**src/rtl/vtkd_pkg.sv**
```systemverilog
// Package: key codes, command codes, parse phases and step result type.
package vtkd_pkg;

  localparam int unsigned KEY_W   = 8;
  localparam int unsigned CMD_W   = 4;
  localparam int unsigned PHASE_W = 3;

  localparam logic [KEY_W-1:0] KEY_LBRACKET = 8'h5B;
  localparam logic [KEY_W-1:0] KEY_O        = 8'h4F;
  localparam logic [KEY_W-1:0] KEY_TILDE    = 8'h7E;
  localparam logic [KEY_W-1:0] KEY_A        = 8'h41;
  localparam logic [KEY_W-1:0] KEY_B        = 8'h42;
  localparam logic [KEY_W-1:0] KEY_H        = 8'h48;
  localparam logic [KEY_W-1:0] KEY_F        = 8'h46;
  localparam logic [KEY_W-1:0] KEY_P        = 8'h50;
  localparam logic [KEY_W-1:0] KEY_R        = 8'h52;
  localparam logic [KEY_W-1:0] KEY_S        = 8'h53;
  localparam logic [KEY_W-1:0] KEY_0        = 8'h30;
  localparam logic [KEY_W-1:0] KEY_1        = 8'h31;
  localparam logic [KEY_W-1:0] KEY_2        = 8'h32;
  localparam logic [KEY_W-1:0] KEY_5        = 8'h35;
  localparam logic [KEY_W-1:0] KEY_6        = 8'h36;
  localparam logic [KEY_W-1:0] KEY_9        = 8'h39;

  localparam logic [CMD_W-1:0] CMD_NONE   = 4'd0;
  localparam logic [CMD_W-1:0] CMD_UP     = 4'd1;
  localparam logic [CMD_W-1:0] CMD_DOWN   = 4'd2;
  localparam logic [CMD_W-1:0] CMD_PGUP   = 4'd3;
  localparam logic [CMD_W-1:0] CMD_PGDN   = 4'd4;
  localparam logic [CMD_W-1:0] CMD_HOME   = 4'd5;
  localparam logic [CMD_W-1:0] CMD_END    = 4'd6;
  localparam logic [CMD_W-1:0] CMD_COPY   = 4'd7;
  localparam logic [CMD_W-1:0] CMD_DELETE = 4'd8;
  localparam logic [CMD_W-1:0] CMD_INSERT = 4'd9;
  localparam logic [CMD_W-1:0] CMD_HELP   = 4'd10;
  localparam logic [CMD_W-1:0] CMD_VIEW   = 4'd11;
  localparam logic [CMD_W-1:0] CMD_DUMP   = 4'd12;
  localparam logic [CMD_W-1:0] CMD_EXIT   = 4'd13;

  localparam logic [PHASE_W-1:0] PH_IDLE    = 3'd0;
  localparam logic [PHASE_W-1:0] PH_CSI     = 3'd1;
  localparam logic [PHASE_W-1:0] PH_SS3     = 3'd2;
  localparam logic [PHASE_W-1:0] PH_CSI1    = 3'd3;
  localparam logic [PHASE_W-1:0] PH_CSI2    = 3'd4;
  localparam logic [PHASE_W-1:0] PH_TILDE   = 3'd5;
  localparam logic [PHASE_W-1:0] PH_TILDE21 = 3'd6;
  localparam logic [PHASE_W-1:0] PH_SWALLOW = 3'd7;

  typedef struct packed {
    logic [PHASE_W-1:0] phase;
    logic [CMD_W-1:0]   pending;
    logic               emit;
    logic [CMD_W-1:0]   command;
  } vtkd_step_t;

endpackage

```
**src/rtl/vtkd_step.sv**
```systemverilog
// Next-state and result decode for one key byte.
module vtkd_step import vtkd_pkg::*; (
  input  logic [PHASE_W-1:0] phase,
  input  logic [CMD_W-1:0]   pending,
  input  logic [KEY_W-1:0]   key,
  input  logic               start,
  output vtkd_step_t         step
);

  // Sequence ends: back to idle with a result.
  function automatic vtkd_step_t done(input logic [CMD_W-1:0] cmd);
    vtkd_step_t s;
    s.phase   = PH_IDLE;
    s.pending = CMD_NONE;
    s.emit    = 1'b1;
    s.command = cmd;
    return s;
  endfunction

  function automatic vtkd_step_t go(input logic [PHASE_W-1:0] ph,
                                    input logic [CMD_W-1:0] pc);
    vtkd_step_t s;
    s.phase   = ph;
    s.pending = pc;
    s.emit    = 1'b0;
    s.command = CMD_NONE;
    return s;
  endfunction

  always_comb begin
    if (start) begin
      if (key == KEY_LBRACKET)  step = go(PH_CSI, CMD_NONE);
      else if (key == KEY_O)    step = go(PH_SS3, CMD_NONE);
      else                      step = done(CMD_NONE);
    end else begin
      case (phase)
        PH_CSI: begin
          if (key == KEY_A)       step = done(CMD_UP);
          else if (key == KEY_B)  step = done(CMD_DOWN);
          else if (key == KEY_5)  step = go(PH_TILDE, CMD_PGUP);
          else if (key == KEY_6)  step = go(PH_TILDE, CMD_PGDN);
          else if (key == KEY_H)  step = done(CMD_HOME);
          else if (key == KEY_F)  step = done(CMD_END);
          else if (key == KEY_1)  step = go(PH_CSI1, CMD_NONE);
          else if (key == KEY_2)  step = go(PH_CSI2, CMD_NONE);
          else                    step = done(CMD_NONE);
        end
        PH_SS3: begin
          if (key == KEY_P)       step = done(CMD_HELP);
          else if (key == KEY_R)  step = done(CMD_VIEW);
          else if (key == KEY_S)  step = done(CMD_DUMP);
          else                    step = done(CMD_NONE);
        end
        PH_CSI1: begin
          if (key == KEY_5)       step = go(PH_TILDE, CMD_COPY);
          else if (key == KEY_9)  step = go(PH_TILDE, CMD_DELETE);
          else if (key > KEY_5 && key < KEY_9) step = go(PH_SWALLOW, CMD_NONE);
          else                    step = done(CMD_NONE);
        end
        PH_CSI2: begin
          if (key == KEY_TILDE)   step = done(CMD_INSERT);
          else if (key == KEY_1)  step = go(PH_TILDE21, CMD_EXIT);
          else if (key >= KEY_0 && key <= KEY_9) step = go(PH_SWALLOW, CMD_NONE);
          else                    step = done(CMD_NONE);
        end
        PH_TILDE: begin
          step = done((key == KEY_TILDE) ? pending : CMD_NONE);
        end
        PH_TILDE21: begin
          if (key == KEY_TILDE)   step = done(pending);
          else                    step = go(PH_SWALLOW, CMD_NONE);
        end
        PH_SWALLOW: begin
          step = done(CMD_NONE);
        end
        default: begin
          // idle without a start flag: byte is dropped
          step = go(PH_IDLE, CMD_NONE);
        end
      endcase
    end
  end

endmodule

```
**src/rtl/vt100_key_sequence_decoder.sv**
```systemverilog
// Top level: VT100 key sequence decoder with input and result registers.
//
//  channel | dir | tdata (low bit up)           | tuser
//  in_     | in  | key_byte[7:0]                | first_after_escape
//  out_    | out | command[3:0], zeros [7:4]    | -
//
// One key byte per cycle unless a stalled result holds the input register.
// The input register feeds the decode logic, which updates the parse state and
// loads the result register in the same cycle. A stalled result holds only a
// byte that produces a result; bytes without a result pass regardless.
// Synchronous active-low reset clears both valid flags and the parse state.
module vt100_key_sequence_decoder import vtkd_pkg::*; (
  input  logic         clk,
  input  logic         rst_n,
  input  logic         in_tvalid,
  output logic         in_tready,
  input  logic [7:0]   in_tdata,   // key_byte[7:0]
  input  logic         in_tuser,   // first_after_escape
  output logic         out_tvalid,
  input  logic         out_tready,
  output logic [7:0]   out_tdata   // command[3:0], zero padding [7:4]
);

  logic               in_valid_r;
  logic [KEY_W-1:0]   key_r;
  logic               start_r;
  logic [PHASE_W-1:0] phase_r;
  logic [CMD_W-1:0]   pend_r;
  logic               out_valid_r;
  logic [CMD_W-1:0]   cmd_r;

  logic               out_valid_nxt;
  logic               advance;
  vtkd_step_t         step;

  vtkd_step u_step (
    .phase   (phase_r),
    .pending (pend_r),
    .key     (key_r),
    .start   (start_r),
    .step    (step)
  );

  // held item moves on unless it has a result and the result slot is blocked
  assign advance   = in_valid_r && (!out_valid_r || out_tready || !step.emit);
  assign in_tready = rst_n && (!in_valid_r || advance);

  always_comb begin
    out_valid_nxt = out_valid_r;
    if (advance && step.emit) begin
      out_valid_nxt = 1'b1;
    end else if (out_tready) begin
      out_valid_nxt = 1'b0;
    end
  end

  always_ff @(posedge clk) begin
    if (!rst_n) begin
      in_valid_r  <= 1'b0;
      out_valid_r <= 1'b0;
      phase_r     <= PH_IDLE;
      pend_r      <= CMD_NONE;
    end else begin
      out_valid_r <= out_valid_nxt;
      if (in_tready) begin
        in_valid_r <= in_tvalid;
      end
      if (advance) begin
        phase_r <= step.phase;
        pend_r  <= step.pending;
      end
    end
  end

  always_ff @(posedge clk) begin
    if (in_tvalid && in_tready) begin
      key_r   <= in_tdata;
      start_r <= in_tuser;
    end
    if (advance && step.emit) begin
      cmd_r <= step.command;
    end
  end

  assign out_tvalid = out_valid_r;
  assign out_tdata  = {{(8 - CMD_W){1'b0}}, cmd_r};

endmodule

```
**config.mk**
```make
export PLATFORM = sky130hd
export DESIGN_NAME = vt100_key_sequence_decoder
export DESIGN_NICKNAME = d
export VERILOG_FILES = /design/src/rtl/vtkd_pkg.sv /design/src/rtl/vtkd_step.sv /design/src/rtl/vt100_key_sequence_decoder.sv
export SDC_FILE = /design/constraint.sdc
export NUM_CORES = 1
export LEC_CHECK = 0
export ABC_CLOCK_PERIOD_IN_PS = 8200
export BUFFER_PORTS_ARGS = -buffer_cell sky130_fd_sc_hd__buf_2
export CAP_MARGIN = 30
export CORE_MARGIN = 4
export CORE_UTILIZATION = 50
export CTS_CLUSTER_SIZE = 8
export DETAILED_ROUTE_END_ITERATION = 6
export PLACE_DENSITY_LB_ADDON = 0.08
export SYNTH_ARGS = -nofsm -noshare
export SYNTH_HDL_FRONTEND = slang
export SYNTH_SLANG_ARGS = --single-unit
```
**constraint.sdc**
```tcl
create_clock -name clk -period 8.2 [get_ports clk]
set_input_delay 0.82 -clock clk [delete_from_list [all_inputs] [get_ports clk]]
set_output_delay 0.82 -clock clk [all_outputs]
set_load 0.02 [all_outputs]
```
==> impl_metrics.json <==
{
  "grt_max_degree": 22,
  "io_pins": 23,
  "ys_types": 49,
  "clockBufferDepth": 2,
  "met1Wirelength_um": 1500,
  "cts_root_buf": "clkbuf_4",
  "yosysTopAreaCellShare_pct": 26.5,
  "fp.coreArea_mm2": 0.00278,
  "fin_crit_sh_pct": 41.3,
  "synthCells": 164,
  "num-fill-cells": 249,
  "fin_area_mm2": 0.00160,
  "ant_nets": 0,
  "dpl_cell_area_mm2": 0.00155,
  "cp-end-kind": "output port",
  "pwr-share-clk_pct": 37.6,
  "max_cap_viol_count": 0,
  "drt_iter0_drc": 94,
  "setup_tns_ns": 0,
  "drc": 0,
  "synth_edf_count": 13,
  "cts_tree": "yes",
  "num_vias": 1250,
  "hold_viol_final": 0,
  "switching_share_pct": 22.5,
  "postCtsSetupRepairBufs": 0,
  "switching_power_mw": 0.0515,
  "rsz0062_at_grt": "false",
  "yosys-top-cells-count": "nand2_1, edfxtp_1, dfxtp_1, nand3_1, o21ai_0",
  "slew_violations": 0,
  "clkLatencyLatePin_ns": 0.32,
  "skew_ns": 0.00323,
  "cts.reportedPaths.clkPinSlew_ns": 0.13,
  "ys_seq_area_share_pct": 38.7,
  "area_growth_pct": 8.74,
  "finalCriticalPeriod_ns": 3.39,
  "portBuffers": 18,
  "synth_flop_cell": "edfxtp_1",
  "dr_wl_met2_um": 1550,
  "synthArstFlopShare_pct": 0,
  "max-slew-margin-rel_pct": 57.4,
  "grt_use_total_pct": 18.2,
  "dr_wl_met3_um": 247,
  "required_ns": 7.38,
  "antenna_found_initial": 0,
  "status": "finished clean",
  "floorplan.die.height_um": 62.3,
  "dp_hpwl_um": 2640,
  "yosysMostFrequentCell": "nand2_1",
  "path_max_fanout": 11,
  "p_int_mw": 0.177,
  "viasPerCell": 6.01,
  "syn_area_mm2": 0.00147,
  "startpoint_type": "flip-flop",
  "h-tree-depth": 1,
  "multiInputGateArea_um2": 828,
  "dieArea_mm2": 0.00388,
  "clkSinkCount": 22,
  "grt_pass1_vias": 1196,
  "fp.dieW_um": 62.3,
  "setup_viol": 0,
  "combinationalPowerShare_pct": 8.2,
  "p_leak_nw": 0.599,
  "hp-class": "reg2reg",
  "synthTopCellsByArea": "edfxtp_1, dfxtp_1, mux2i_1, nand2_1, nand2b_1",
  "yosys_warnings": 0,
  "seq_area_um2": 571,
  "topRoutingLayerUsed": "met4",
  "routedWlPerCell_um": 16.2,
  "cts-resized-gates": 0,
  "initial_core_util_pct": 53.0,
  "synth_top_cell_by_area": "edfxtp_1",
  "drive_gt1_share_pct": 17.5,
  "antenna_cells": 0,
  "cts_buffers": 3,
  "powerDensity_mw_per_mm2": 142,
  "ys_seq_elements": 22,
  "row_count": 19,
  "dp_slack_ns": 5.19,
  "grt_pass1_wl_um": 5700,
  "nets": 191,
  "grt-ovfl-total": 0,
  "drtPass1Iterations": 4,
  "vdd.ir_drop.worst_mv": 0.138,
  "holdBufCountCts": 0,
  "worstSetupPathType": "reg2out",
  "cp.arrival_ns": 2.57,
  "drt-total-wl_um": 3380,
  "tightest_slew_ns": 0.638,
  "synth.avg_cell_area_um2": 8.99,
  "setup_slack_ns": 4.81,
  "gp_congestion": 0.937,
  "max_freq_mhz": 295,
  "seq_power_share_pct": 54.2,
  "totalPowerFinal_mw": 0.228
}
-- power by group through the flow --
stage / combinational, mW / sequential (mW) / clock (mW)
floorplan: 0.0156 / 0.124 / 0
global placement: 0.0186 / 0.126 / 0
detailed placement: 0.0187 / 0.126 / 0
CTS: 0.0187 / 0.124 / 0.0866
global route: 0.0207 / 0.124 / 0.0922
finish: 0.0188 / 0.124 / 0.0858
-- stage by stage --
stage                     std cells  hold slack [ns]  utilization (%)
after floorplan                 167            0.438                -
after global placement          203            0.456             55.5
after detailed placement        204            0.464             55.7
after CTS                       208            0.482             57.6
after global routing            208            0.514             57.6
final                           208            0.475             57.6
-- path summary, 6_finish.rpt --
check | start | end | slack, ns | cells after the start
max | key_r[0] | in_tready | 4.81 | 7
min reg2reg | pend_r[1] | pend_r[1] | 0.48 | 2
min | pend_r[1] | pend_r[1] | 0.48 | 2
max reg2reg | key_r[3] | key_r[5] | 5.37 | 7
-- cells in the final DEF (no fill, tap or decap), types with 2 or more instances in the layout --
cell      Yosys  layout
and3_1        2       2
edfxtp_1     13      13
a31oi_1       2       2
nand3_1       9       9
nand2b_1      8       8
dfxtp_1       9       9
buf_2         6      18
and2_1        2       2
o21a_1        2       2
conb_1        1       4
o21ai_0       9       9
o22ai_1       2       2
inv_1         4       4
nand2_1      16      16
a21boi_0      2       2
nor3_1        2       2
a22oi_1       2       2
o31ai_1       2       2
or3_1         2       2
xnor2_1       2       2
mux2i_1       8       8
nor2_1        7       7
nor4_1        4       4
clkbuf_4      0       3
nand4_1       3       3
nor2b_1       6       6
or3b_1        4       4
a21oi_1       8       8
-- sequential cells by signal, summed over array words and instances, names as in the netlist --
name        cells
start_r         1
key_r           8
cmd_r           4
pend_r          4
phase_r         3
in_valid_r      1
out_tvalid      1
-- cells by family (layout without fill, tap and decap cells) --
logic type,Yosys count,count (layout),synth area share (%)
muxes,8,8,5.43
other,1,4,0.254
xor gates and xnor gates,3,3,1.78
DFF,22,22,38.7
buffers and inverters,17,27,5.86
AOI/OAI and AO/OA,40,40,18.8
and+or+nand+nor,73,73,29.1
-- final cells by class --
cell class / instances / area share, %
Clock buffer: 3 / 1.41
Clock inverter: 1 / 1.87
Inverter: 4 / 0.937
Multi-Input combinational cell: 128 / 51.7
Sequential cell: 22 / 35.6
Tap cell: 31 / 2.42
Timing Repair Buffer: 19 / 6.09
-- metal layers --
metal	track usage, %	vias to the layer above
li1	-	626
met1	24.7	568
met2	27.6	48
met3	3.06	8
met4	9.02	0
met5	0	-
-- worst max-delay path: stages (launching register included) --
cell and delay [ns]:
edfxtp_1 0.58, nand2b_2 0.33, o41a_1 0.51, a21oi_2 0.15, nor3_2 0.08, o21ai_1 0.29
a21boi_0 0.13, buf_2 0.18
(Power assumes the default switching activity.)
